`src/sv/davis_b_strength_reduction_macros.svh`:
```
// Assertion macros shared by the strength reduction RTL.
`ifndef DAVIS_B_STRENGTH_REDUCTION_MACROS_SVH
`define DAVIS_B_STRENGTH_REDUCTION_MACROS_SVH

// Same-cycle implication, disabled while reset is asserted.
`define DSR_ASSERT_NOW(lbl, clk, rst_n, ante, cons) \
    lbl: assert property (@(posedge clk) disable iff (!rst_n) (ante) |-> (cons)) \
        else $error("dsr assertion failed");

// Next-cycle implication, disabled while reset is asserted.
`define DSR_ASSERT_NEXT(lbl, clk, rst_n, ante, cons) \
    lbl: assert property (@(posedge clk) disable iff (!rst_n) (ante) |=> (cons)) \
        else $error("dsr assertion failed");

`endif

```
`src/sv/dsr_pkg.sv`:
```
// Types, constants and lookup functions for the strength reduction block.
package dsr_pkg;

    localparam int          CordicSteps = 30;
    localparam logic [22:0] ANGLE_MAX   = 23'd5898239;
    localparam logic [31:0] DEG2RAD_Q32 = 32'd74961321;
    localparam logic signed [33:0] CORDIC_GAIN = 34'sh026DD3B6A;
    localparam logic [30:0] ONE_Q30     = 31'h4000_0000;

    typedef struct packed {
        logic        done;
        logic [30:0] sin_v;
        logic [30:0] cos_v;
    } t_cordic_res;

    typedef struct packed {
        logic        done;
        logic [31:0] root;
    } t_sqrt_res;

    typedef struct packed {
        logic        done;
        logic        ovf;
        logic [31:0] quo;
    } t_div_res;

    function automatic logic signed [33:0] atan_lut(input logic [4:0] idx);
        logic signed [33:0] v;
        case (idx)
            5'd0:    v = 34'sh03243F6A8;
            5'd1:    v = 34'sh01DAC6705;
            5'd2:    v = 34'sh00FADBAFC;
            5'd3:    v = 34'sh007F56EA6;
            5'd4:    v = 34'sh003FEAB76;
            5'd5:    v = 34'sh001FFD55B;
            5'd6:    v = 34'sh000FFFAAA;
            5'd7:    v = 34'sh0007FFF55;
            5'd8:    v = 34'sh0003FFFEA;
            5'd9:    v = 34'sh0001FFFFD;
            5'd10:   v = 34'sh0000FFFFF;
            5'd11:   v = 34'sh00007FFFF;
            5'd12:   v = 34'sh00003FFFF;
            5'd13:   v = 34'sh00001FFFF;
            5'd14:   v = 34'sh00000FFFF;
            5'd15:   v = 34'sh000007FFF;
            5'd16:   v = 34'sh000003FFF;
            5'd17:   v = 34'sh000001FFF;
            5'd18:   v = 34'sh000000FFF;
            5'd19:   v = 34'sh0000007FF;
            5'd20:   v = 34'sh0000003FF;
            5'd21:   v = 34'sh0000001FF;
            5'd22:   v = 34'sh0000000FF;
            5'd23:   v = 34'sh00000007F;
            5'd24:   v = 34'sh00000003F;
            5'd25:   v = 34'sh00000001F;
            5'd26:   v = 34'sh00000000F;
            5'd27:   v = 34'sh000000008;
            5'd28:   v = 34'sh000000004;
            5'd29:   v = 34'sh000000002;
            default: v = '0;
        endcase
        return v;
    endfunction

    function automatic logic [30:0] clamp_unit(input logic signed [33:0] v);
        logic [30:0] r;
        if (v < 0) begin
            r = '0;
        end else if (v > $signed({3'b000, ONE_Q30})) begin
            r = ONE_Q30;
        end else begin
            r = v[30:0];
        end
        return r;
    endfunction

endpackage

```
`src/sv/dsr_div.sv`:
```
// Restoring divider, one quotient bit per cycle, flags a quotient too wide.
module dsr_div
    import dsr_pkg::*;
(
    input  logic        i_clk,
    input  logic        i_rst_n,
    input  logic        i_start,
    input  logic [62:0] i_num,
    input  logic [36:0] i_den,
    input  logic [5:0]  i_qbits,
    output t_div_res    o_res
);
    logic [62:0] r_rem;
    logic [69:0] r_ds;
    logic [31:0] r_q;
    logic [5:0]  r_cnt;
    logic        r_busy, r_done, r_ovf;
    logic [69:0] ds0, ds_nx;

    assign ds0   = 70'(i_den) << i_qbits;
    assign ds_nx = r_ds >> 1;

    always_ff @(posedge i_clk) begin
        if (!i_rst_n) begin
            r_busy <= 1'b0;
            r_done <= 1'b0;
        end else begin
            r_done <= 1'b0;
            if (i_start) begin
                if (70'(i_num) >= ds0) begin
                    r_done <= 1'b1;
                end else begin
                    r_busy <= 1'b1;
                end
            end else if (r_busy && r_cnt == 6'd1) begin
                r_busy <= 1'b0;
                r_done <= 1'b1;
            end
        end
    end

    always_ff @(posedge i_clk) begin
        if (i_start) begin
            r_rem <= i_num;
            r_ds  <= ds0;
            r_q   <= '0;
            r_cnt <= i_qbits;
            r_ovf <= (70'(i_num) >= ds0);
        end else if (r_busy) begin
            r_ds <= ds_nx;
            if (70'(r_rem) >= ds_nx) begin
                r_rem <= r_rem - ds_nx[62:0];
                r_q   <= {r_q[30:0], 1'b1};
            end else begin
                r_q   <= {r_q[30:0], 1'b0};
            end
            r_cnt <= r_cnt - 6'd1;
        end
    end

    assign o_res.done = r_done;
    assign o_res.ovf  = r_ovf;
    assign o_res.quo  = r_q;
endmodule

```
`config.mk`:
```
export PLATFORM = sky130hd
export DESIGN_NAME = dsr_div
export DESIGN_NICKNAME = d
export VERILOG_FILES = /design/src/sv/davis_b_strength_reduction_macros.svh /design/src/sv/dsr_pkg.sv /design/src/sv/dsr_div.sv
export SDC_FILE = /design/constraint.sdc
export NUM_CORES = 1
export LEC_CHECK = 0
export BUFFER_PORTS_ARGS = -buffer_cell sky130_fd_sc_hd__buf_4
export CAP_MARGIN = 0
export CORE_AREA = 4 4 162 164
export DETAILED_ROUTE_END_ITERATION = 16
export DIE_AREA = 0 0 166 168
export PLACE_DENSITY = 0.81
export SLEW_MARGIN = 20
export SYNTH_ARGS = -nofsm -noshare
export SYNTH_HDL_FRONTEND = slang
export SYNTH_SLANG_ARGS = --single-unit
```
`constraint.sdc`:
```
create_clock -name i_clk -period 9.4 [get_ports i_clk]
set_clock_uncertainty 0.2 [all_clocks]
set_input_delay 0.94 -clock i_clk [delete_from_list [all_inputs] [get_ports i_clk]]
set_output_delay 0.94 -clock i_clk [all_outputs]
set_load 0.01 [all_outputs]
```
---- Word level (Yosys, flattened, before mapping) ----
Cells that the tools add are included.
cells by class
  $add $sub $neg .......................... 2
  multiply operators ...................... 0
  divide/modulo/power cells ............... 0
  $lt $le $gt $ge ......................... 2
  eq/ne operators ......................... 2
  shift-type cells ........................ 1
  multiplexer cells ....................... 14
  bitwise gates (word level) .............. 0
  reduce and logical (&&, ||, !) cells .... 6
operator list
  kind                                                  count
  two-way mux 63 bit                                    3
  two-way mux 70 bit                                    2
  >= comparator 63 x 70 -> 1 bit                        1
  left shift 37 x 6 -> 70 bit                           1
  >= comparator 63 x 69 -> 1 bit                        1
  subtractor 63 bit                                     1
  two-way mux 6 bit                                     2
  two-way mux 1 bit                                     7
  equality test 6 x 1 -> 1 bit (second input constant)  1
  nonzero test 2 bit                                    3
  subtractor 6 x 1 -> 6 bit (second input constant)     1
  AND reduction 2 bit                                   2
  != test 2 bit (second input constant)                 1
  logical AND 1 bit                                     1
storage, ports and cells
  register bits ........................... 174
  bits in latches ......................... 0
  bits in writable memories ............... 0
  bits in read-only memories .............. 0
  bits of input ports ..................... 109
  logic and storage cells ................. 34
  memories kept ........................... 0

---- Depth between registers and ports, before layout ----
  word-level depth ........................ 4
  depth in mapped cells ................... 23

---- Worst setup path before layout ----
Ideal clock, no wire load.
  path kind ............................... reg-to-reg
  from .................................... register r_rem[3]
  to ...................................... register r_rem[0], enable pin
  arrival ................................. 6.783 ns
  required time ........................... 8.623 ns
  slack ................................... 1.840 ns
  cell stages (with the launch flop) ...... 11
  cell sequence ........................... edfxtp_1 -> ha_1 -> nand3_1 -> o21ai_1 -> a21oi_1 -> o21ai_1 -> a41oi_1 -> a21oi_1 -> o211a_1 -> nor2_1 -> o31ai_1
between the ends
  cells in the longest elaborated chain, start to end .. 3
RTL lines
  element                         line           source
  start, declared                 dsr_div.sv:13  logic [62:0] r_rem;
  start signal, assigned          dsr_div.sv:44  r_rem <= i_num;
  start signal, assigned          dsr_div.sv:52  r_rem <= r_rem - ds_nx[62:0];
  >= comparator 63 x 69 -> 1 bit  dsr_div.sv:51  if (70'(r_rem) >= ds_nx) begin
  nonzero test 2 bit (no line)    --
  AND reduction 2 bit (no line)   --
No other way between the ends.
A chain may end at the register's enable or synchronous reset.

---- Final worst setup path ----
  from .................................... input port i_qbits[0]
  to ...................................... register r_done
between the ends
  cells in the longest elaborated chain, start to end .. 4
RTL lines
  element                         line           source
  start, declared                 dsr_div.sv:10  input logic [5:0] i_qbits,
  left shift 37 x 6 -> 70 bit     dsr_div.sv:20  assign ds0 = 70'(i_den) << i_qbits;
  >= comparator 63 x 70 -> 1 bit  dsr_div.sv:30  if (70'(i_num) >= ds0) begin
  two-way mux 1 bit               dsr_div.sv:30
  two-way mux 1 bit               dsr_div.sv:29  if (i_start) begin
  end signal, assigned            dsr_div.sv:26  r_done <= 1'b0;
  end signal, assigned            dsr_div.sv:28  r_done <= 1'b0;
  end signal, assigned            dsr_div.sv:31  r_done <= 1'b1;
  end, declared                   dsr_div.sv:17  logic r_busy, r_done, r_ovf;
No other way between the ends.

==> reports/metrics.cfg <==
[global_routing]
grt_pass1_vias = 12700
antenna_found_initial = 0
grt_max_degree = 190
globalRouteOverflowTotal = 0
grt_usage_pct = 31.1
grt_pass1_wl_um = 69700

[pwr]
p_per_area_nw_per_um2 = 196
vdd_drop_max_mv = 0.140
power_leakage_nw = 7.05
total_power_w = 0.00326

[yosys]
synth_ff_type = edfxtp_1
ys_seq_area_share_pct = 32.6
syn_nets = 1952
ys_ff_latch = 173
synth_cells = 1714
synth.avg_cell_area_um2 = 8.68
synth_edf_count = 139
synth_warnings = 0
synthDistinctLibCells = 82
synth-async-reset-ratio_pct = 0
synth_area_um2 = 14900

[die]
die_w_um = 166
die_h_um = 168
coreArea_um2 = 24900
rows = 58
dieArea_um2 = 27900
initial_core_util_pct = 59.8
ios = 143

[worst_setup_path]
path_class = in2reg
required_ns = 9.59
cpPeakStageDelay_ns = 0.72
crit_path_max_fanout = 43
path_delay_family = simple AND/OR/NAND/NOR gates
worstPathArrival_ns = 5.47
cp_slowest_cell = nor4_1
worstSetupEndpointType = register
path_cells = buf_4 > mux2i_1 > nor4_1 > nand2_1 > o21ai_0 > o21ai_0 > ha_1 > nand2_1 > nor3_1 > a21oi_1 > o211ai_1 > a31oi_1 > or4_1 > and3b_1 > a211oi_1 > nor4_1 > a31o_1
start_kind = input port
cp.buffers_inverters = 1

[place]
dp_hpwl_um = 33800
place_ws_ns = 3.79
placed_area_um2 = 16000
routabilityCongestion = 1.01
port_buffers = 142

[layout]
fill_cells = 2034
nets = 2023
drive_gt1_share_pct = 13.5
final_cell_mix = nand2_1, a21oi_1, nor2_1
synthToLayoutAreaGrowth_pct = 11.7
final_common_cell = nand2_1
final_cell_area_um2 = 16600
num_antenna_cells = 0
regArea_um2 = 4860
multi_input_area_um2 = 9270

[sta]
tightest_slew_ns = 0.987
hold_viol_final = 0
hold_ws_ns = 0.314
tns_ns = 0
post-route-period-util_pct = 56.1
min_period_ns = 5.27
timing.final.ws_setup_ns = 4.13
rsz0062_at_grt = no
max_freq_mhz = 190
finalSetupViolCount = 0
relSlewSlack_pct = 34.2
drv_slew = 0

[clocking]
cts_root_buf = clkbuf_16
clk_latency_ns = 0.45
cts_hold_buf = 0
post_cts_buffers = 0
cts_tree = built
ctsHtreeMaxLevel = 4
numCtsBuffers = 17
clockBufferDepth = 2
cts.repair.resized = 0
cts.clk_slew.worst_paths_ns = 0.08
clock_sinks = 173

[min_path]
hold_class = reg2reg

[status]
outcome = finished, final reports clean

[drt]
routed_via_density = 6.36
dr_total_vias = 13500
wl_per_cell_um = 20.9
drt_pre_antenna_iters = 6
drc = 0
drtIter0Drc = 1439
ant_nets = 0
totalWireLength_um = 44500

[flow_run]
maxCapViolations = 0

-- final timing paths --
path                                  from        end  slack (ns)  cells past startpoint
worst min register to register     r_q[31]    r_q[31]        0.31                      2
worst max register to register     r_ds[4]  r_rem[22]        4.50                     12
worst max-delay path            i_qbits[0]     r_done        4.13                     17
worst min-delay path               r_q[31]    r_q[31]        0.31                      2
-- Yosys cell counts, types with 5 or more instances --
library cell / number / area (µm²)
a31oi_1: 13 / 81.3
xor2_1: 31 / 272
nor3b_1: 5 / 37.5
a21o_1: 35 / 263
nand3_1: 35 / 175
edfxtp_1: 139 / 4170
mux4_2: 22 / 495
nor4_1: 8 / 50.1
a21oi_1: 159 / 796
nand2b_1: 9 / 56.3
dfxtp_1: 34 / 681
nor3_1: 32 / 160
nor2_1: 154 / 578
mux2i_1: 113 / 1130
o21ai_1: 31 / 155
and3_1: 12 / 75.1
o31ai_1: 5 / 37.5
nand4_1: 28 / 175
ha_1: 128 / 1600
inv_1: 88 / 330
nand2_1: 203 / 762
o21ai_0: 124 / 621
buf_1: 14 / 52.6
buf_2: 12 / 60.1
nor2b_1: 16 / 100
o21a_1: 9 / 67.6
o22ai_1: 12 / 75.1
o21bai_1: 13 / 97.6
a211oi_1: 9 / 67.6
xnor2_1: 26 / 228
clkbuf_1: 63 / 236
a22oi_1: 13 / 97.6
mux2_2: 19 / 214
o211ai_1: 6 / 45.0
or2_2: 7 / 43.8
-- tightest hold or removal path, cell delays in order, from the launching register on --
cell,delay [ns]
dfxtp_1,0.34
mux2i_1,0.07
nor2_1,0.08
-- kinds of logic after synthesis --
logic type      count (synthesis)  share of synthesized area [%]
flops                         173                           32.6
simple gates                  529                           15.9
xor+xnor                       57                           3.35
buf+inv                       189                           5.23
mux                           157                           12.6
fa+ha+maj                     129                           10.9
compound gates                480                           19.4
-- sequential cells by signal (all words and copies together), names as in the netlist --
register,flops
r_ds,69
r_done,1
r_q,32
r_rem,63
r_busy,1
r_cnt,6
r_ovf,1
-- metrics by stage --
stage | cells | util (%)
after floorplan | 1714 | -
after global placement | 2096 | 64.4
after detailed placement | 2096 | 64.4
after CTS | 2128 | 66.8
after global routing | 2128 | 66.8
final | 2128 | 66.8
-- metal layers --
layer / track usage (%) / vias up / part of all wire [%]
met2: 49.6 / 684 / 45
met3: 4.65 / 108 / 8.6
met1: 43.0 / 6302 / 42
li1: - / 6447 / -
met4: 12.2 / 0 / 4.1
met5: 0 / - / 0
-- power breakdown --
part | internal (W) | switching [W] | total, W
clock network | 0.000364 | 0.000387 | 0.000751
registers | 0.000977 | 0.0000525 | 0.00103
logic | 0.000572 | 0.000903 | 0.00147
total | 0.00191 | 0.00134 | 0.00326
-- area by class of cell --
| type | instances | area share (%) |
|---|---|---|
| flip-flops and latches | 173 | 29.2 |
| repair buffers | 149 | 6.84 |
| clock buffers | 17 | 2.56 |
| clock inverters | 15 | 1.12 |
| inverters | 92 | 2.08 |
| well taps | 330 | 2.48 |
| multi-input cells | 1352 | 55.7 |
No activity file was read; power rests on OpenSTA's default activity.
