<file path="src/sv/davis_b_strength_reduction_macros.svh">
// Assertion macros shared by the strength reduction RTL.
`ifndef DAVIS_B_STRENGTH_REDUCTION_MACROS_SVH
`define DAVIS_B_STRENGTH_REDUCTION_MACROS_SVH

// Same-cycle implication, disabled while reset is asserted.
`define DSR_ASSERT_NOW(lbl, clk, rst_n, ante, cons) \
    lbl: assert property (@(posedge clk) disable iff (!rst_n) (ante) |-> (cons)) \
        else $error("dsr assertion failed");

// Next-cycle implication, disabled while reset is asserted.
`define DSR_ASSERT_NEXT(lbl, clk, rst_n, ante, cons) \
    lbl: assert property (@(posedge clk) disable iff (!rst_n) (ante) |=> (cons)) \
        else $error("dsr assertion failed");

`endif

</file>
<file path="src/sv/dsr_pkg.sv">
// Types, constants and lookup functions for the strength reduction block.
package dsr_pkg;

    localparam int          CordicSteps = 30;
    localparam logic [22:0] ANGLE_MAX   = 23'd5898239;
    localparam logic [31:0] DEG2RAD_Q32 = 32'd74961321;
    localparam logic signed [33:0] CORDIC_GAIN = 34'sh026DD3B6A;
    localparam logic [30:0] ONE_Q30     = 31'h4000_0000;

    typedef struct packed {
        logic        done;
        logic [30:0] sin_v;
        logic [30:0] cos_v;
    } t_cordic_res;

    typedef struct packed {
        logic        done;
        logic [31:0] root;
    } t_sqrt_res;

    typedef struct packed {
        logic        done;
        logic        ovf;
        logic [31:0] quo;
    } t_div_res;

    function automatic logic signed [33:0] atan_lut(input logic [4:0] idx);
        logic signed [33:0] v;
        case (idx)
            5'd0:    v = 34'sh03243F6A8;
            5'd1:    v = 34'sh01DAC6705;
            5'd2:    v = 34'sh00FADBAFC;
            5'd3:    v = 34'sh007F56EA6;
            5'd4:    v = 34'sh003FEAB76;
            5'd5:    v = 34'sh001FFD55B;
            5'd6:    v = 34'sh000FFFAAA;
            5'd7:    v = 34'sh0007FFF55;
            5'd8:    v = 34'sh0003FFFEA;
            5'd9:    v = 34'sh0001FFFFD;
            5'd10:   v = 34'sh0000FFFFF;
            5'd11:   v = 34'sh00007FFFF;
            5'd12:   v = 34'sh00003FFFF;
            5'd13:   v = 34'sh00001FFFF;
            5'd14:   v = 34'sh00000FFFF;
            5'd15:   v = 34'sh000007FFF;
            5'd16:   v = 34'sh000003FFF;
            5'd17:   v = 34'sh000001FFF;
            5'd18:   v = 34'sh000000FFF;
            5'd19:   v = 34'sh0000007FF;
            5'd20:   v = 34'sh0000003FF;
            5'd21:   v = 34'sh0000001FF;
            5'd22:   v = 34'sh0000000FF;
            5'd23:   v = 34'sh00000007F;
            5'd24:   v = 34'sh00000003F;
            5'd25:   v = 34'sh00000001F;
            5'd26:   v = 34'sh00000000F;
            5'd27:   v = 34'sh000000008;
            5'd28:   v = 34'sh000000004;
            5'd29:   v = 34'sh000000002;
            default: v = '0;
        endcase
        return v;
    endfunction

    function automatic logic [30:0] clamp_unit(input logic signed [33:0] v);
        logic [30:0] r;
        if (v < 0) begin
            r = '0;
        end else if (v > $signed({3'b000, ONE_Q30})) begin
            r = ONE_Q30;
        end else begin
            r = v[30:0];
        end
        return r;
    endfunction

endpackage

</file>
<file path="src/sv/dsr_cordic.sv">
// Rotation CORDIC, one micro-rotation per cycle, sine and cosine in Q1.30.
module dsr_cordic
    import dsr_pkg::*;
(
    input  logic               i_clk,
    input  logic               i_rst_n,
    input  logic               i_start,
    input  logic signed [33:0] i_z,
    output t_cordic_res        o_res
);
    logic signed [33:0] r_x, r_y, r_z;
    logic [4:0]         r_i;
    logic               r_busy, r_done;
    logic signed [33:0] dx, dy, at;

    assign dx = r_y >>> r_i;
    assign dy = r_x >>> r_i;
    assign at = atan_lut(r_i);

    always_ff @(posedge i_clk) begin
        if (!i_rst_n) begin
            r_busy <= 1'b0;
            r_done <= 1'b0;
        end else begin
            r_done <= 1'b0;
            if (i_start) begin
                r_busy <= 1'b1;
            end else if (r_busy && r_i == 5'(CordicSteps - 1)) begin
                r_busy <= 1'b0;
                r_done <= 1'b1;
            end
        end
    end

    always_ff @(posedge i_clk) begin
        if (i_start) begin
            r_x <= CORDIC_GAIN;
            r_y <= '0;
            r_z <= i_z;
            r_i <= '0;
        end else if (r_busy) begin
            if (r_z >= 0) begin
                r_x <= r_x - dx;
                r_y <= r_y + dy;
                r_z <= r_z - at;
            end else begin
                r_x <= r_x + dx;
                r_y <= r_y - dy;
                r_z <= r_z + at;
            end
            r_i <= r_i + 5'd1;
        end
    end

    assign o_res.done  = r_done;
    assign o_res.sin_v = clamp_unit(r_y);
    assign o_res.cos_v = clamp_unit(r_x);
endmodule

</file>
<file path="config.mk">
export PLATFORM = sky130hd
export DESIGN_NAME = dsr_cordic
export DESIGN_NICKNAME = d
export VERILOG_FILES = /design/src/sv/davis_b_strength_reduction_macros.svh /design/src/sv/dsr_pkg.sv /design/src/sv/dsr_cordic.sv
export SDC_FILE = /design/constraint.sdc
export NUM_CORES = 1
export LEC_CHECK = 0
export ABC_AREA = 1
export BUFFER_PORTS_ARGS = -buffer_cell sky130_fd_sc_hd__buf_2
export CAP_MARGIN = 0
export CORE_AREA = 2 2 167 235
export CTS_CLUSTER_SIZE = 14
export DETAILED_ROUTE_END_ITERATION = 12
export DIE_AREA = 0 0 169 237
export SLEW_MARGIN = 10
export SYNTH_ARGS = -nofsm -noshare
export SYNTH_HDL_FRONTEND = slang
export SYNTH_SLANG_ARGS = --single-unit
</file>
<file path="constraint.sdc">
create_clock -name i_clk -period 6 [get_ports i_clk]
set_input_delay 1.5 -clock i_clk [delete_from_list [all_inputs] [get_ports i_clk]]
set_output_delay 1.5 -clock i_clk [all_outputs]
set_load 0.005 [all_outputs]
</file>
Word level (Yosys, flattened, before mapping)
Memory sizes are Yosys's and may differ from the RTL's. A register that Yosys moved wholly into a read port is not among the register bits.
Index checks and enable logic that the tools add are counted.
Storage, ports and cells
  flip-flop bits (word level): 109
  bits in latches: 0
  memory bits (writable): 0
  memory bits (read-only): 960
  output and inout bits: 63
  word-level logic and storage cells: 41
  memories: 1
Cells by class
  $add $sub $neg: 7
  multiply operators: 0
  divide/modulo/power cells: 0
  magnitude comparators: 5
  equality and inequality tests: 1
  shift-type cells: 2
  mux-type cells: 14
  bitwise logic cells: 1
  reduce and logical (&&, ||, !) cells: 4
Memories
  (no name shown): words 32, width 30, read ports 1, clocked after memory_dff 1, write ports 0, line dsr_pkg.sv:29  | case (idx)
Operators by type and width (count)
  two-way mux 34 bit: 5
  two-way mux 31 bit: 4
  adder 34 bit: 3
  subtractor 34 bit: 3
  greater-than comparator 34 x 32 -> 1 bit, second input constant: 2
  < comparator 34 x 1 -> 1 bit, second input constant: 2
  >>> shifter 34 x 5 -> 34 bit: 2
  greater-or-equal comparator 34 x 1 -> 1 bit, second input constant: 1
  two-way mux 5 bit: 2
  adder 5 x 1 -> 5 bit, second input constant: 1
  == test 5 bit, second input constant: 1
  nonzero test 2 bit: 2
  two-way mux 1 bit: 3
  OR reduction 2 bit: 1
  logical AND 1 bit: 1
  NOT 1 bit: 1

Logic depth before layout (Yosys ltp)
  depth after elaboration: 4
  depth in mapped cells: 37
  gate-level depth less buffers: 35

Least setup slack after synthesis
OpenSTA, ideal clock, no wires.
  kind: flip-flop to flip-flop
  start point: register r_i[0]
  end point: register r_y[31]
  library setup time: 128 ps
  arrival time: 4035 ps
  required time: 5872 ps
  path slack: 1837 ps
  stages on the path, launching flop included: 32
  buffers on the path: 3
  clock period less this slack: 4163 ps
  cell sequence: dfxtp_1 buf_6 inv_6 buf_6 nand2_2 nand3_1 nand3_1 nand3_1 nand2_1 nand2_1 nand2_1 ha_1 inv_1 nor3_4 nand4_2 nor2_2 nand2_1 o21ai_0 xor2_1 inv_1 ha_1 clkbuf_1 a21oi_1 inv_1 a31oi_1 o21ai_0 o21bai_1 a21oi_1 o21ai_0 or2_0 nand3_1 o21ai_0
On the way
  word-level cells in the longest chain between the ends: 3
  elaborated cells between the ends (all ways): 4
  classes of those cells: add/sub (2); shift (1); mux (1)
RTL lines
  start, declared: line dsr_cordic.sv:12  | logic [4:0] r_i;
  start signal, assigned: line dsr_cordic.sv:51  | r_i <= r_i + 5'd1;
  >>> shifter 34 x 5 -> 34 bit *: line dsr_cordic.sv:17  | assign dy = r_x >>> r_i;
  subtractor 34 bit or adder 34 bit (tied branches): line dsr_cordic.sv:48, dsr_cordic.sv:44
  two-way mux 34 bit *: line dsr_cordic.sv:42  | if (r_z >= 0) begin
  end signal, assigned: line dsr_cordic.sv:44  | r_y <= r_y + dy;
  end signal, assigned: line dsr_cordic.sv:48  | r_y <= r_y - dy;
  end, declared: line dsr_cordic.sv:11  | logic signed [33:0] r_x, r_y, r_z;
Every way passes the cells marked *; elsewhere a longest branch is shown, timed or not.
A chain may end at the register's enable or synchronous reset.

Worst setup path in the final report
  start point: register r_i[1]
  end point: register r_x[33]
On the way
  word-level cells in the longest chain between the ends: 3
  elaborated cells between the ends (all ways): 4
  classes of those cells: add/sub (2); shift (1); mux (1)
RTL lines
  >>> shifter 34 x 5 -> 34 bit *: line dsr_cordic.sv:16  | assign dx = r_y >>> r_i;
  adder 34 bit or subtractor 34 bit (tied branches): line dsr_cordic.sv:47, dsr_cordic.sv:43
  two-way mux 34 bit *: line dsr_cordic.sv:42
  end signal, assigned: line dsr_cordic.sv:43  | r_x <= r_x - dx;
  end signal, assigned: line dsr_cordic.sv:47  | r_x <= r_x + dx;
  end, declared: line dsr_cordic.sv:11
Marked as above.

==> run summary <==
==============================================================================
Fraction of layout instances using a drive strength above 1 .....        8.95%
Clock buffers created by TritonCTS ..............................           17
Height of the die ...............................................       237 µm
Remaining Overflow, GRT .........................................            0
Critical path endpoint category .................................         flop
Maximum buffer depth of the clock tree ..........................            2
Hold Violations, Final ..........................................            0
Detailed Route WL ...............................................      60.6 mm
Clk Latency, worst-skew pair ....................................      0.49 ns
CTS hold repair buffers .........................................            0
Die ar. .........................................................   0.0401 mm²
End of the worst register-to-register path ......................      r_x[33]
Critical path destination .......................................      r_x[33]
Final routed wire length divided by cell count ..................      18.1 µm
Routed Antenna Nets .............................................            0
Level count of the clock H-tree .................................            4
Worst reg2reg path startpoint ...................................       r_i[1]
Fill count ......................................................        4,182
Clock sink count ................................................          139
Mean number of vias per cell ....................................         5.67
Outcome ......................................................... finished clean
Tmin final ......................................................      5.37 ns
Final Cycle Share ...............................................        89.6%
Leading register cell type out of synthesis .....................      dfxtp_1
Relative slew slack .............................................        35.7%
Synthesized cell area ...........................................   0.0169 mm²
Worst EP arrival ................................................      5.79 ns
Average size of a mapped cell ...................................     5.97 µm²
Cell count after placement ......................................        3,318
Antenna violations before repair ................................            0
Top Usage Layer GRT .............................................         met2
GRT Total Usage .................................................        30.3%
Ports placed on the boundary ....................................          100
Worst clock skew ................................................    0.0167 ns
Synth Instances .................................................        2,833
Max FO, Critical Path ...........................................           65
Vias in the first global route ..................................       18,380
Initial Utilization .............................................        44.4%
Met3 Resource Use GR ............................................        3.29%
Sequential cell area fraction in the yosys report ...............        18.5%
Register bit total from synthesis ...............................          139
Cell with the biggest individual delay on the critical path .....        buf_4
Internal reg-to-reg setup slack .................................      0.63 ns
Synthesized netlist net count ...................................        2,985
Data required, critical path ....................................      6.42 ns
Final non-filler cell total .....................................        3,350
Launching element type of the critical path .....................         flop
Post-CTS setup buffer count .....................................            0
Post-Route Hold Slack ...........................................     0.561 ns
Final RePlAce weighted congestion ...............................         1.00
Final setup violation count .....................................            0
Worst Setup Path Type ...........................................      reg2reg
Row count .......................................................           85
CTS tree ........................................................          yes
Kind of path behind the tightest hold check .....................      reg2reg
Met1 usage ......................................................        34.6%
Dominant cell type by count on the critical path ................      nand3_1
Peak ir drop on the vdd network .................................       296 µV
Layout area overhead ............................................        8.56%
Post-synth EDFFs ................................................           34
Net count, final ................................................        3,011
Timing-limited maximum frequency ................................    0.186 GHz
Wire length of the first global-routing pass ....................      96.2 mm
Diode count .....................................................            0
Vias after detailed routing .....................................       18,986
Met2 layer usage reported by global route .......................        54.2%
Fin. max-slew vios ..............................................            0
Summed negative setup slack over all endpoints ..................         0 ns
Clk slew on worst S/H paths .....................................      0.06 ns
Count of buffers inserted at the top-level ports ................           99
Share of flip-flops with an asynchronous set or reset ...........           0%
CTS-repair resized insts ........................................            0
RSZ-0062 raised after global routing ............................        false
Post-detail-place hpwl ..........................................      47.7 mm
Number of violations of the max-capacitance limit ...............            0
Number of library cell types mapped by synthesis ................           55
Violation count after the first detailed-routing iteration ......        1,470
Critical Path Source ............................................       r_i[1]
Worst reg-to-reg path cell count ................................           28
Tightest Pin Transition .........................................     0.965 ns
Core Region .....................................................   0.0381 mm²
P per Cell Area .................................................   650 mW/mm²
Leakage Power ...................................................   0.00927 µW
Total number of yosys warnings ..................................            0
Maximum number of pins on one net before global-route repair ....           74
CP max stage delay ..............................................      0.57 ns
Die Wd ..........................................................       169 µm
Clock root buffer ...............................................    clkbuf_16
Remaining design rule violation count ...........................            0
Number of detailed-routing iterations run before antenna repair .            6
==============================================================================
-- stage by stage --
stage / utilization (%) / total power (µW) / setup slack, ns / area (µm²)
after floorplan: - / 8240 / 1.84 / 16900
after global placement: 46.4 / 10500 / 0.809 / 17700
after detailed placement: 46.4 / 10600 / 0.788 / 17700
after CTS: 48.2 / 11900 / 0.735 / 18300
after global routing: 48.2 / 13200 / 0.261 / 18300
final: 48.2 / 11900 / 0.626 / 18300
-- registers in the layout, summed over array words and instances, names as in the netlist --
name	cells
at	30
r_busy	1
r_z	34
r_y	34
r_done	1
r_i	5
r_x	34
-- report_power, final --
group	switching [µW]	internal, µW
clock	497	770
combinational	5660	3260
sequential	436	1310
total	6590	5340
-- placed cells by master (no fill, tap or decap), types with 53 or more instances in the layout --
| cell type | count |
|---|---|
| inv_1 | 287 |
| o21ai_0 | 97 |
| dfxtp_1 | 101 |
| a21oi_1 | 149 |
| ha_1 | 112 |
| nand2_1 | 735 |
| nand3_1 | 477 |
| xor2_1 | 69 |
| xnor2_1 | 53 |
| buf_2 | 99 |
| nor2_1 | 264 |
-- cell families (layout without fill, tap and decap cells) --
group / Yosys count / in the layout / synth area share [%]
compound gates: 403 / 403 / 13.8
xor+xnor: 122 / 122 / 6.32
fa+ha+maj: 115 / 115 / 8.65
buf+inv: 419 / 458 / 10.1
flops: 139 / 139 / 18.5
simple gates: 1635 / 1635 / 42.6
-- Yosys cell counts, types with 35 or more instances --
master,instances,area share (%)
o21ai_0,97,2.9
dfxtp_1,105,12
nor2_1,264,5.9
inv_1,289,6.4
buf_2,35,1.0
ha_1,112,8.3
o22ai_1,42,1.6
xnor2_1,53,2.7
nand3_1,477,14
xor2_1,69,3.6
a21oi_1,149,4.4
clkbuf_1,52,1.2
nand2_1,735,16
-- metal layers --
| metal | up-vias | part of all wire [%] |
|---|---|---|
| met1 | 8714 | 40 |
| met4 | 0 | 6.3 |
| met2 | 606 | 49 |
| li1 | 9488 | - |
| met5 | - | 0 |
| met3 | 178 | 4.1 |
-- worst max-delay path, delay by kind of cell (launching register included) --
family,cells,cell delay (ns)
xor gates and xnor gates,1,0.18
DFF,1,0.33
adders and majority gates,2,0.48
and+or+nand+nor,19,2.51
AOI/OAI and AO/OA,4,1.09
buffers and inverters,2,0.67
-- cell type report --
type | instances | area [µm²] | share of cell area [%]
timing repair buffer | 128 | 751 | 4.09
sequential | 139 | 3130 | 17.0
clock inverter | 9 | 140 | 0.764
inverter | 298 | 1120 | 6.13
tap | 478 | 598 | 3.26
multi-input combinational | 2275 | 12100 | 65.7
clock buffer | 23 | 543 | 2.96
-- how the worst min path moves through the flow --
| stage | startpoint | end | slack (ns) | depth (start not counted) |
|---|---|---|---|---|
| 2_1_floorplan | r_y[28] | r_y[28] | 0.47 | 2 |
| 3_3_place_gp | r_x[2] | r_x[2] | 0.55 | 2 |
| 3_5_place_dp | r_x[2] | r_x[2] | 0.55 | 2 |
| 4_1_cts | r_x[2] | r_x[2] | 0.56 | 2 |
| 5_1_grt | r_x[31] | r_x[31] | 0.59 | 2 |
| 6_report | r_x[2] | r_x[2] | 0.56 | 2 |
No activity file was read; power rests on OpenSTA's default activity.
