`src/sv/davis_b_strength_reduction_macros.svh`:
```
// Assertion macros shared by the strength reduction RTL.
`ifndef DAVIS_B_STRENGTH_REDUCTION_MACROS_SVH
`define DAVIS_B_STRENGTH_REDUCTION_MACROS_SVH

// Same-cycle implication, disabled while reset is asserted.
`define DSR_ASSERT_NOW(lbl, clk, rst_n, ante, cons) \
    lbl: assert property (@(posedge clk) disable iff (!rst_n) (ante) |-> (cons)) \
        else $error("dsr assertion failed");

// Next-cycle implication, disabled while reset is asserted.
`define DSR_ASSERT_NEXT(lbl, clk, rst_n, ante, cons) \
    lbl: assert property (@(posedge clk) disable iff (!rst_n) (ante) |=> (cons)) \
        else $error("dsr assertion failed");

`endif

```
`src/sv/dsr_pkg.sv`:
```
// Types, constants and lookup functions for the strength reduction block.
package dsr_pkg;

    localparam int          CordicSteps = 30;
    localparam logic [22:0] ANGLE_MAX   = 23'd5898239;
    localparam logic [31:0] DEG2RAD_Q32 = 32'd74961321;
    localparam logic signed [33:0] CORDIC_GAIN = 34'sh026DD3B6A;
    localparam logic [30:0] ONE_Q30     = 31'h4000_0000;

    typedef struct packed {
        logic        done;
        logic [30:0] sin_v;
        logic [30:0] cos_v;
    } t_cordic_res;

    typedef struct packed {
        logic        done;
        logic [31:0] root;
    } t_sqrt_res;

    typedef struct packed {
        logic        done;
        logic        ovf;
        logic [31:0] quo;
    } t_div_res;

    function automatic logic signed [33:0] atan_lut(input logic [4:0] idx);
        logic signed [33:0] v;
        case (idx)
            5'd0:    v = 34'sh03243F6A8;
            5'd1:    v = 34'sh01DAC6705;
            5'd2:    v = 34'sh00FADBAFC;
            5'd3:    v = 34'sh007F56EA6;
            5'd4:    v = 34'sh003FEAB76;
            5'd5:    v = 34'sh001FFD55B;
            5'd6:    v = 34'sh000FFFAAA;
            5'd7:    v = 34'sh0007FFF55;
            5'd8:    v = 34'sh0003FFFEA;
            5'd9:    v = 34'sh0001FFFFD;
            5'd10:   v = 34'sh0000FFFFF;
            5'd11:   v = 34'sh00007FFFF;
            5'd12:   v = 34'sh00003FFFF;
            5'd13:   v = 34'sh00001FFFF;
            5'd14:   v = 34'sh00000FFFF;
            5'd15:   v = 34'sh000007FFF;
            5'd16:   v = 34'sh000003FFF;
            5'd17:   v = 34'sh000001FFF;
            5'd18:   v = 34'sh000000FFF;
            5'd19:   v = 34'sh0000007FF;
            5'd20:   v = 34'sh0000003FF;
            5'd21:   v = 34'sh0000001FF;
            5'd22:   v = 34'sh0000000FF;
            5'd23:   v = 34'sh00000007F;
            5'd24:   v = 34'sh00000003F;
            5'd25:   v = 34'sh00000001F;
            5'd26:   v = 34'sh00000000F;
            5'd27:   v = 34'sh000000008;
            5'd28:   v = 34'sh000000004;
            5'd29:   v = 34'sh000000002;
            default: v = '0;
        endcase
        return v;
    endfunction

    function automatic logic [30:0] clamp_unit(input logic signed [33:0] v);
        logic [30:0] r;
        if (v < 0) begin
            r = '0;
        end else if (v > $signed({3'b000, ONE_Q30})) begin
            r = ONE_Q30;
        end else begin
            r = v[30:0];
        end
        return r;
    endfunction

endpackage

```
`src/sv/dsr_sqrt.sv`:
```
// Integer square root of a 64-bit value, one result bit per cycle.
module dsr_sqrt
    import dsr_pkg::*;
(
    input  logic        i_clk,
    input  logic        i_rst_n,
    input  logic        i_start,
    input  logic [63:0] i_n,
    output t_sqrt_res   o_res
);
    logic [63:0] r_n, r_res, r_bit;
    logic [4:0]  r_cnt;
    logic        r_busy, r_done;
    logic [63:0] trial;

    assign trial = r_res + r_bit;

    always_ff @(posedge i_clk) begin
        if (!i_rst_n) begin
            r_busy <= 1'b0;
            r_done <= 1'b0;
        end else begin
            r_done <= 1'b0;
            if (i_start) begin
                r_busy <= 1'b1;
            end else if (r_busy && r_cnt == 5'd31) begin
                r_busy <= 1'b0;
                r_done <= 1'b1;
            end
        end
    end

    always_ff @(posedge i_clk) begin
        if (i_start) begin
            r_n   <= i_n;
            r_res <= '0;
            r_bit <= 64'h4000_0000_0000_0000;
            r_cnt <= '0;
        end else if (r_busy) begin
            if (r_n >= trial) begin
                r_n   <= r_n - trial;
                r_res <= (r_res >> 1) + r_bit;
            end else begin
                r_res <= r_res >> 1;
            end
            r_bit <= r_bit >> 2;
            r_cnt <= r_cnt + 5'd1;
        end
    end

    assign o_res.done = r_done;
    assign o_res.root = r_res[31:0];
endmodule

```
`config.mk`:
```
export PLATFORM = sky130hd
export DESIGN_NAME = dsr_sqrt
export DESIGN_NICKNAME = d
export VERILOG_FILES = /design/src/sv/davis_b_strength_reduction_macros.svh /design/src/sv/dsr_pkg.sv /design/src/sv/dsr_sqrt.sv
export SDC_FILE = /design/constraint.sdc
export NUM_CORES = 1
export LEC_CHECK = 0
export ABC_AREA = 1
export BUFFER_PORTS_ARGS = -buffer_cell sky130_fd_sc_hd__buf_2
export CAP_MARGIN = 0
export CELL_PAD_IN_SITES_DETAIL_PLACEMENT = 1
export CELL_PAD_IN_SITES_GLOBAL_PLACEMENT = 1
export CORE_MARGIN = 4
export CORE_UTILIZATION = 26
export DETAILED_ROUTE_END_ITERATION = 6
export HOLD_SLACK_MARGIN = 0.15
export PLACE_DENSITY_LB_ADDON = 0.2
export SLEW_MARGIN = 20
export SYNTH_ARGS = -nofsm -noshare
export SYNTH_HDL_FRONTEND = slang
export SYNTH_SLANG_ARGS = --single-unit
```
`constraint.sdc`:
```
create_clock -name i_clk -period 6 [get_ports i_clk]
set_input_delay 0 -clock i_clk [delete_from_list [all_inputs] [get_ports i_clk]]
set_output_delay 0 -clock i_clk [all_outputs]
set_load 0.01 [all_outputs]
```
### After elaboration in Yosys (flattened, before gate mapping)

Cells that the tools add are included.

| cells by class | value |
|---|---|
| eq/ne operators | 1 |
| shift operators | 0 |
| order comparisons | 1 |
| reductions and logical operators | 6 |
| mux-type cells | 7 |
| $add $sub $neg | 4 |
| divide/modulo/power cells | 0 |
| multipliers | 0 |
| bitwise logic cells | 1 |

Operators by type and width:

| cell | number |
|---|---|
| $mux W64 | 4 |
| $add A63 B63 Y64 | 1 |
| $add A64 B63 Y64 | 1 |
| $ge A64 B64 Y1 | 1 |
| $sub A64 B64 Y64 | 1 |
| $reduce_bool A2 Y1 | 3 |
| $add A5 B1 Y5 const B | 1 |
| $eq A5 B5 Y1 const B | 1 |
| $mux W1 | 3 |
| $reduce_and A2 Y1 | 1 |
| $reduce_or A2 Y1 | 1 |
| $logic_and A1 B1 Y1 | 1 |
| $not A1 Y1 | 1 |

| word-level totals | value |
|---|---|
| memory bits (read-only) | 0 |
| output and inout port bits | 33 |
| bits in writable memories | 0 |
| memories kept | 0 |
| logic and storage cells | 26 |
| register bits after elaboration | 167 |
| bits in latches | 0 |
| bits of input ports | 67 |

### Depth between registers and ports, before layout

Gate-level depths: netlist (run 1).

| logic depth | value |
|---|---|
| word-level depth | 5 |
| mapped depth | 31 |
| gate-level depth less buffers | 29 |

### Worst setup path after synthesis (run 1)

OpenSTA, ideal clock, no wires.

| timing path | value |
|---|---|
| kind | register to register |
| from | register r_res[4] |
| to | register r_n[0], enable pin |
| stages on the path, launching flop included | 27 |
| path buffers | 1 |
| path slack | 925 ps |
| period minus slack after synthesis | 5,075 ps |
| library setup time | 424 ps |
| required time | 5,576 ps |
| arrival | 4,652 ps |
| path through | dfxtp_1 -> ha_1 -> nand2_1 -> o21ai_0 -> nor2_1 -> nor2_1 -> or2_2 -> nand2_1 -> nand2_1 -> nand3_1 -> nand2_1 -> nand2_1 -> nand2_1 -> nand2_1 -> nand2_1 -> ha_1 -> nand2_1 -> nor2_1 -> inv_1 -> nor2_2 -> nand2_1 -> nor3_2 -> nand2_2 -> nand2_4 -> nand2_2 -> buf_2 -> nand2_1 |

| between the ends | value |
|---|---|
| word-level cells in the longest chain between the ends | 4 |

RTL lines:

| item | RTL line | text |
|---|---|---|
| start: declaration | dsr_sqrt.sv:11 | `logic [63:0] r_n, r_res, r_bit;` |
| start signal: assignment | dsr_sqrt.sv:42 | `r_res <= (r_res >> 1) + r_bit;` |
| start signal: assignment | dsr_sqrt.sv:44 | `r_res <= r_res >> 1;` |
| $add A64 B63 Y64 | dsr_sqrt.sv:16 | `assign trial = r_res + r_bit;` |
| $ge A64 B64 Y1 | dsr_sqrt.sv:40 | `if (r_n >= trial) begin` |
| $reduce_bool A2 Y1 (no source line) | -- |  |
| $reduce_and A2 Y1 (no source line) | -- |  |
| end signal: assignment | dsr_sqrt.sv:35 | `r_n <= i_n;` |
| end signal: assignment | dsr_sqrt.sv:41 | `r_n <= r_n - trial;` |
| end: declaration | dsr_sqrt.sv:11 |  |

Every way passes these cells.
A chain may end at the register's enable or synchronous reset.

### Worst setup path after layout (run 1)

| timing path | value |
|---|---|
| from | register r_res[12] |
| to | register r_res[8] |

| between the ends | value |
|---|---|
| word-level cells in the longest chain between the ends | 3 |

RTL lines:

| item | RTL line |
|---|---|
| $add A64 B63 Y64 | dsr_sqrt.sv:16 |
| $ge A64 B64 Y1 | dsr_sqrt.sv:40 |
| $mux W64 | dsr_sqrt.sv:40 |

Every way passes these cells.

==> flow_summary.yaml, run 1 <==
outcome:
  status: "finished clean"
cells_and_area:
  regArea_um2: 3988
  mostFrequentLayoutCell: "nand2_1"
  area_delta_synth_final_pct: 12.48
  layout-drive-gt1-share_pct: 5.420
  num_antenna_cells: 0
  final_cell_area_um2: 22940
  final_cell_mix: "nand2_1, inv_1, nor2_1"
  multi_input_area_um2: 13790
  nets: 3916
  num-fill-cells: 10523
hold_path:
  hold_path_depth: 2
  hold_class: "input pin to flip-flop"
clocking:
  cts_sinks: 167
  tritoncts: "done"
  post_cts_buffers: 0
  clk_latency_ps: 520
  clk_pin_slew_worst_paths_ps: 80
  cts-root-buf: "clkbuf_16"
  cts_buffers: 17
  htreeDepth: 4
  cts_buffer_depth: 2
synth:
  synth_cells: 3625
  ys_async_sr_fraction_pct: 0
  synth.distinct_cells: 48
  synth_seq_cells: 167
  yosysSeqAreaShare_pct: 19.54
  syn_area_um2: 20390
  synth-edff-count: 64
  syn_avg_cell_area_um2: 5.625
  ys_warn_count: 0
  synth_nets: 3825
  ys.flop_type: "dfxtp_1"
route:
  finalWirelength_mm: 95.12
  first_pass_iters: 5
  via_count: 23307
  drt_iter0_drc: 1294
  ant_nets: 0
  wl_per_cell_um: 19.95
  via_per_inst: 4.889
  drc: 0
place:
  dpl_cell_area_um2: 21750
  io_buffers: 99
  dpl.hpwl_mm: 78.71
  gp_congestion: 0.9166
power_and_ir_drop:
  p_int_mw: 4.463
  p_switching_mw: 5.813
  powerDensity_nw_per_um2: 448.0
  p_seq_share_pct: 20.2
  p_comb_share_pct: 68.6
  swShare_pct: 56.57
  peakVddDrop_mv: 0.3494
  clkPwrFrac_pct: 11.2
  leakagePower_nw: 10.32
floorplanning:
  fp.dieW_um: 288.0
  fp.dieH_um: 288.0
  start_util_pct: 26.28
  coreArea_um2: 77590
  dieArea_um2: 82970
  ios: 100
  core.rowCount: 102
grt:
  grt_pass1_vias: 23962
  grt_pass1_wl_mm: 143.3
  grt_overflow: 0
  grt_usage_pct: 22.88
  grt_max_degree: 78
  antenna_found_initial: 0
timing:
  skew_ps: 28.85
  hold_viol: 0
  tns_ps: 0
  fmax_mhz: 186.8
  setup_viol: 0
  slew_viol_final: 0
  worstMarginPinSlew_ps: 937.6
  period_needed_ps: 5354
  fin_crit_sh_pct: 89.23
  slew_headroom_pct: 37.49
  rsz0062_at_grt: "no"
setup_path:
  criticalPathCategory: "flip-flop to flip-flop"
  start_kind: "flip-flop"
  cp.arrival_ps: 5710
  crit_path_max_fanout: 49
  end_kind: "flip-flop"
  ff2ff_path_depth: 24
  worstPathRequired_ps: 6360
run:
  maxCapViolCount: 0
power by group through the flow:
stage	Sequential, mW	Clock, mW	Combinational (mW)
after CTS	2.07	1.19	7.04
after global placement	2.09	0	6.90
after detailed placement	2.09	0	6.97
after floorplan	1.84	0	5.02
final	2.08	1.15	7.04
after global routing	2.12	1.22	7.92
layout make-up:
type                    count  area share (%)
repair buffers            193           6.028
inverters                 517           8.472
well taps                1040           5.673
clock buffers              17           1.855
flip-flops and latches    167           17.39
multi-input cells        2820           60.11
clock inverters            13          0.4801
logic make-up (layout without fill, tap and decap cells):
family	Yosys count	count (layout)	synth area share [%]
AND/OR/NAND/NOR	2117	2117	42.65
buffers and inverters	638	740	12.89
AO/OA/AOI/OAI	471	471	12.47
flip-flops	167	167	19.54
adder cells (fa/ha/maj)	133	133	8.198
XOR/XNOR	99	99	4.252
cells in the mapped netlist, types with 4 or more instances:
master,n,area share (%)
nand4_1,32,0.98
o21bai_1,22,0.81
a31oi_1,15,0.46
xnor2_1,48,2.1
nor4_1,6,0.18
o21ai_1,9,0.22
o21a_1,4,0.15
ha_1,132,8.1
buf_6,6,0.33
and2_1,4,0.12
buf_2,31,0.76
o21ai_0,170,4.2
o211ai_1,5,0.18
a211oi_1,6,0.22
xor2_1,51,2.2
nor3_1,46,1.1
nand2_1,1215,22
nor2_2,8,0.25
buf_1,4,0.074
nor2_1,455,8.4
nand2_2,4,0.12
clkbuf_1,44,0.81
a21oi_1,216,5.3
edfxtp_1,64,9.4
inv_2,5,0.092
inv_1,512,9.4
nand3b_1,30,1.1
or2_2,15,0.46
dfxtp_1,103,10
a21o_1,13,0.48
buf_4,34,1.3
nand3_1,296,7.3
metrics by stage:
stage | hold WS, ps | util [%] | setup WS [ps] | power (mW) | instances
floorplan | 132.1 | - | 924.6 | 6.864 | 3625
global placement | 242.0 | 28.03 | 560.3 | 8.989 | 4672
global route | 207.3 | 29.56 | 101.0 | 11.26 | 4767
finish | 166.4 | 29.56 | 646.0 | 10.28 | 4767
CTS | 166.4 | 29.55 | 484.9 | 10.30 | 4767
detailed placement | 250.8 | 28.03 | 515.8 | 9.061 | 4672
worst max-delay path, cell delays in order, from the launching register on:
cell and delay, ps:
dfxtp_1 300, buf_4 180, ha_1 410, nand2_1 130, o21ai_0 450, o21bai_1 190
nor2_1 100, o21ai_2 260, nand2_1 120, nand2_1 220, nand2_1 80, nand2_1 80
xor2_1 360, ha_1 380, nand2_1 90, nand2_1 80, nand2_1 60, nand2_1 80
a21oi_1 200, nand2_1 150, a21oi_4 190, buf_4 600, nand3_1 200, nand3_1 140
a21oi_1 70
flip-flops by register name, summed over array words and instances, names as in the netlist:
| signal | count |
|---|---|
| r_done | 1 |
| r_n | 64 |
| r_cnt | 5 |
| r_res | 64 |
| r_busy | 1 |
| r_bit | 32 |
what timing repair did:
action	CTS	global route
setup endpoints to repair	0	7
endpoints found under the hold margin	66	0
hold buffers	65	0
gates resized for setup	0	1
path summary, 6_finish.rpt:
kind | slack [ps] | end | from
setup / recovery | 650 | r_res[8] | r_res[12]
hold / removal | 170 | r_n[27] | i_start
setup reg to reg | 650 | r_res[8] | r_res[12]
hold reg to reg | 490 | r_res[0] | r_res[0]
per-layer routing:
layer / global-route usage, % / share of wire, % / vias to the layer above
met1: 30.32 / 47 / 11117
met5: 0 / 0 / -
met4: 8.167 / 3.6 / 0
li1: - / - / 11683
met3: 2.621 / 2.9 / 121
met2: 38.34 / 46 / 386
(Power assumes the default switching activity.)
==> run 2, diff against run 1 <==
--- a/config.mk
+++ b/config.mk
@@ -6,13 +6,13 @@
 export NUM_CORES = 1
 export LEC_CHECK = 0
 export ABC_AREA = 1
-export BUFFER_PORTS_ARGS = -buffer_cell sky130_fd_sc_hd__buf_2
 export CAP_MARGIN = 0
 export CELL_PAD_IN_SITES_DETAIL_PLACEMENT = 1
 export CELL_PAD_IN_SITES_GLOBAL_PLACEMENT = 1
 export CORE_MARGIN = 4
 export CORE_UTILIZATION = 26
 export DETAILED_ROUTE_END_ITERATION = 6
+export DONT_BUFFER_PORTS = 1
 export HOLD_SLACK_MARGIN = 0.15
 export PLACE_DENSITY_LB_ADDON = 0.2
 export SLEW_MARGIN = 20
==> run 2 against run 1 <==
Effect of this change: fmax fell by 3.0%; utilization decreased by 0.35 points; clock skew barely moved; global-route usage hardly changed; die area unchanged; power increased by 2.1%; final area shrank 1.2%; sequential share of layout area increased by 0.21 points; worst hold slack better by 43 ps; cell count decreased by 1.7%; largest power group unchanged.
==> flow_summary.yaml, run 2 (synthesis results as in run 1) <==
outcome:
  status: "finished clean"
floorplanning:
  ios: 100
  start_util_pct: 26.28
  coreArea_um2: 77590
  dieArea_um2: 82970
  core.rowCount: 102
  fp.dieW_um: 288.0
  fp.dieH_um: 288.0
run:
  maxCapViolCount: 0
setup_path:
  worstPathRequired_ps: 6450
  cp.arrival_ps: 5970
  crit_path_max_fanout: 49
  criticalPathCategory: "flip-flop to flip-flop"
  end_kind: "flip-flop"
  start_kind: "flip-flop"
timing:
  tns_ps: 0
  hold_viol: 0
  slew_headroom_pct: 32.05
  rsz0062_at_grt: "no"
  hold_ws_ps: 209.2
  layout_setup_ws_ps: 483.0
  fmax_mhz: 181.3
  setup_viol: 0
  worstMarginPinSlew_ps: 1019
  slew_viol_final: 0
  skew_ps: 28.73
  fin_crit_sh_pct: 91.95
  period_needed_ps: 5517
grt:
  grt_usage_pct: 22.90
  grt_overflow: 0
  antenna_found_initial: 3
  grt_max_degree: 139
  grt_pass1_wl_mm: 142.3
  grt_pass1_vias: 23504
cells_and_area:
  num_antenna_cells: 0
  final_cell_mix: "nand2_1, inv_1, nor2_1"
  mostFrequentLayoutCell: "nand2_1"
  layout-drive-gt1-share_pct: 3.289
  nets: 3835
  reg_top3: "r_n: 64 flops, r_res: 64 flops, r_bit: 32 flops"
  area_delta_synth_final_pct: 11.14
  final_cell_area_um2: 22660
  multi_input_area_um2: 13790
  num-fill-cells: 10433
  regArea_um2: 3988
power_and_ir_drop:
  powerDensity_nw_per_um2: 462.8
  leakagePower_nw: 10.02
  peakVddDrop_mv: 0.3834
clocking:
  clk_latency_ps: 520
  cts_buffers: 17
  cts-root-buf: "clkbuf_16"
  cts_sinks: 167
  cts_buffer_depth: 2
  htreeDepth: 4
  tritoncts: "done"
  clk_pin_slew_worst_paths_ps: 80
place:
  io_buffers: 0
  dpl.hpwl_mm: 79.24
  dpl_cell_area_um2: 21350
  preCtsSetupSlack_ps: 676.6
  gp_congestion: 0.8887
route:
  first_pass_iters: 5
  drt_iter0_drc: 1310
  via_count: 23061
  wl_per_cell_um: 20.51
  ant_nets: 0
  via_per_inst: 4.919
  finalWirelength_mm: 96.15
  drc: 0
hold_path:
  hold_class: "input pin to flip-flop"
## run 2: cell count changes in the layout (fill, tap and decap cells not counted), moves of 2 or more
cell	delta
buf_2	-98
buf_4	+13
clkinv_8	+2
clkinvlp_4	-2
dlygate4sd3_1	+3
inv_6	-3
inv_8	+2
## run 2: stage by stage
| stage | power [mW] | instances | utilization [%] |
|---|---|---|---|
| finish | 10.49 | 4688 | 29.21 |
| global route | 11.40 | 4688 | 29.21 |
| CTS | 10.48 | 4688 | 29.20 |
| detailed placement | 9.145 | 4587 | 27.52 |
| global placement | 9.087 | 4587 | 27.52 |
| floorplan | 6.864 | 3625 | - |
## run 2: worst paths after layout
check,from,slack (ps),end,depth (start not counted)
setup / recovery,r_bit[10],480,r_res[7],24
hold reg to reg,r_cnt[4],520,r_cnt[4],2
setup reg to reg,r_bit[10],480,r_res[7],24
hold / removal,i_rst_n,210,r_done,3
## run 2: repair_timing
item | CTS | global route
hold buffers | 69 | 0
resized for setup | 0 | 2
endpoints found under the hold margin | 132 | 0
buffers inserted | 0 | 0
setup endpoints to repair | 0 | 1
## run 2: layer usage
layer / vias to the layer above / share of wire [%] / wire length [µm] / track usage [%]
met5: - / 0.019 / 18 / 0
met4: 4 / 3.2 / 3056 / 7.376
met3: 121 / 3.3 / 3210 / 2.668
met2: 414 / 46 / 44350 / 38.38
met1: 10994 / 47 / 45510 / 30.62
li1: 11528 / - / - / -
## run 2: area by class of cell
class / count / area share, %
flip-flops and latches: 167 / 17.60
clock inverters: 12 / 0.5521
well taps: 1040 / 5.742
multi-input cells: 2820 / 60.85
inverters: 517 / 8.574
clock buffers: 20 / 2.065
repair buffers: 112 / 4.621
## run 2: worst max-delay path, stage by stage (launching register included)
cell and delay [ps]:
dfxtp_1 360, ha_1 380, nand2_1 100, o21ai_1 290, nor2_1 90, nand2_1 60, o21ai_0 190, o21ai_2 320
nand2_1 120, nand2_1 210, nand2_1 80, nand2_1 80, xor2_1 390, ha_1 380, a21oi_1 260, nand2_1 140
a21oi_1 230, nand2_1 140, a21oi_4 200, buf_6 410, nand3_1 130, nand2_1 100, nand2_1 60, a21oi_2 130
dlygate4sd3_1 560
## run 2: power by group
group / internal, mW / switching [mW] / leakage [nW]
clock: 0.588 / 0.630 / 0.293
sequential: 1.64 / 0.397 / 1.48
combinational: 2.28 / 4.95 / 8.24
total: 4.51 / 5.97 / 10.0
==> run 3, diff against run 2 <==
--- a/config.mk
+++ b/config.mk
@@ -14,7 +14,7 @@
 export DETAILED_ROUTE_END_ITERATION = 6
 export DONT_BUFFER_PORTS = 1
 export HOLD_SLACK_MARGIN = 0.15
-export PLACE_DENSITY_LB_ADDON = 0.2
+export PLACE_DENSITY = 0.58
 export SLEW_MARGIN = 20
 export SYNTH_ARGS = -nofsm -noshare
 export SYNTH_HDL_FRONTEND = slang
==> run 3 against run 2 <==
Effect of this change: non-clock buffer count fell by 4; sequential power barely moved; worst hold slack improved by 15 ps; setup slack got worse by 49 ps; utilization fell by 0.058 points; first-iteration DRC count rose by 13%; fmax fell by 0.88%; sequential share of layout area barely moved; combinational power barely moved; final area fell by 0.20%; critical endpoint unchanged; largest cell class unchanged.
==> flow_summary.yaml, run 3 (synthesis results as in run 1) <==
route:
  drt_iter0_drc: 1486
  first_pass_iters: 5
  via_count: 23086
  via_per_inst: 4.929
  finalWirelength_mm: 95.88
  wl_per_cell_um: 20.47
  drc: 0
  ant_nets: 0
timing:
  setup_viol: 0
  period_needed_ps: 5566
  worstMarginPinSlew_ps: 1061
  slew_viol_final: 0
  fmax_mhz: 179.7
  tns_ps: 0
  fin_crit_sh_pct: 92.77
  slew_headroom_pct: 28.53
  rsz0062_at_grt: "no"
  skew_ps: 19.73
  hold_viol: 0
floorplanning:
  fp.dieW_um: 288.0
  coreArea_um2: 77590
  ios: 100
  dieArea_um2: 82970
  core.rowCount: 102
  fp.dieH_um: 288.0
  start_util_pct: 26.28
clocking:
  cts_buffers: 17
  htreeDepth: 4
  clk_latency_ps: 510
  cts_buffer_depth: 2
  clk_pin_slew_worst_paths_ps: 90
  cts_sinks: 167
  tritoncts: "done"
  cts-root-buf: "clkbuf_16"
place:
  io_buffers: 0
  dp_cells: 4582
  dpl.hpwl_mm: 79.62
  gp_congestion: 0.9411
grt:
  grt_max_degree: 140
  antenna_found_initial: 0
  grt_usage_pct: 22.98
  grt_pass1_vias: 23705
  grt_overflow: 0
  grt_pass1_wl_mm: 144.5
cells_and_area:
  area_delta_synth_final_pct: 10.92
  layout-drive-gt1-share_pct: 3.156
  nets: 3831
  fin_cells: 4684
  final_cell_mix: "nand2_1, inv_1, nor2_1"
  mostFrequentLayoutCell: "nand2_1"
  reg_top3: "r_n: 64 flops, r_res: 64 flops, r_bit: 32 flops"
  num_antenna_cells: 0
run:
  maxCapViolCount: 0
power_and_ir_drop:
  powerDensity_nw_per_um2: 459.3
  p_seq_share_pct: 19.5
  swShare_pct: 56.91
  clkPwrFrac_pct: 11.1
  peakVddDrop_mv: 0.2695
  p_total_mw: 10.39
  p_comb_share_pct: 69.3
  leakagePower_nw: 9.986
  p_int_mw: 4.476
  p_switching_mw: 5.911
setup_path:
  worstPathRequired_ps: 6460
  start_kind: "flip-flop"
  criticalPathCategory: "flip-flop to flip-flop"
  end_kind: "flip-flop"
  cp.arrival_ps: 6030
  crit_top_cell: "nand2_1"
  crit_path_max_fanout: 49
  slowest_delay_ps: 570
  cp_slowest_cell: "dlygate4sd3_1"
outcome:
  status: "finished clean"
hold_path:
  hold_class: "input pin to flip-flop"
==> run 3: changes by cell type in the layout (fill, tap and decap cells not counted), sizes merged <==
| cell | change |
|---|---|
| inv | -2 |
| clkinv | +1 |
| buf | -5 |
| dlygate4sd3 | +1 |
| clkinvlp | +1 |
==> run 3: final timing paths <==
kind,from,cells after the start,endpoint,slack (ps)
setup reg to reg,r_res[4],26,r_res[7],430
hold / removal,i_n[42],3,r_n[42],220
setup / recovery,r_res[4],26,r_res[7],430
hold reg to reg,r_cnt[4],2,r_cnt[4],520
==> run 3: layer usage <==
| metal | wire length [µm] | vias up | GRT usage [%] |
|---|---|---|---|
| li1 | - | 11525 | - |
| met1 | 45680 | 11030 | 31.41 |
| met2 | 43930 | 408 | 38.09 |
| met3 | 3377 | 123 | 2.359 |
| met4 | 2900 | 0 | 7.104 |
| met5 | 0 | - | 0 |
==> run 3: timing repair <==
action,4_1_cts,5_1_grt
resized for setup,0,3
hold buffers,70,0
endpoints found under the hold margin,133,0
endpoints found under the setup margin,0,1
setup buffers,0,0
==> run 3: metrics by stage <==
step | hold WS [ps] | cell area (µm²) | util (%) | setup slack, ps
after detailed placement | 92.36 | 21330 | 27.49 | 696.6
after global placement | 89.57 | 21330 | 27.49 | 640.3
final | 224.5 | 22620 | 29.15 | 433.9
after CTS | 200.8 | 22610 | 29.14 | 145.3
after floorplan | 132.1 | 20390 | - | 924.6
after global routing | 229.1 | 22620 | 29.15 | 7.278
==> run 3: layout make-up <==
type	count	area, µm²
Inverter	517	1943
Clock buffer	20	446.7
Clock inverter	12	115.1
Multi-Input combinational cell	2820	13790
Fill cell	10434	54980
Tap cell	1040	1301
Sequential cell	167	3989
Timing Repair Buffer	108	1032
==> run 3: power groups by stage <==
stage / sequential (mW) / clock (mW) / combinational (mW)
2_1_floorplan: 1.84 / 0 / 5.02
3_3_place_gp: 2.04 / 0 / 7.00
3_5_place_dp: 2.05 / 0 / 7.04
4_1_cts: 2.02 / 1.18 / 7.14
5_1_grt: 2.07 / 1.22 / 8.04
6_report: 2.03 / 1.16 / 7.20
==> run 3: critical path, delay by kind of cell (launching register included) <==
family,cells,cell delay (ps)
simple gates,15,2170
buf+inv,4,1320
fa+ha+maj,2,720
compound gates,4,630
xor+xnor,1,320
flops,1,300
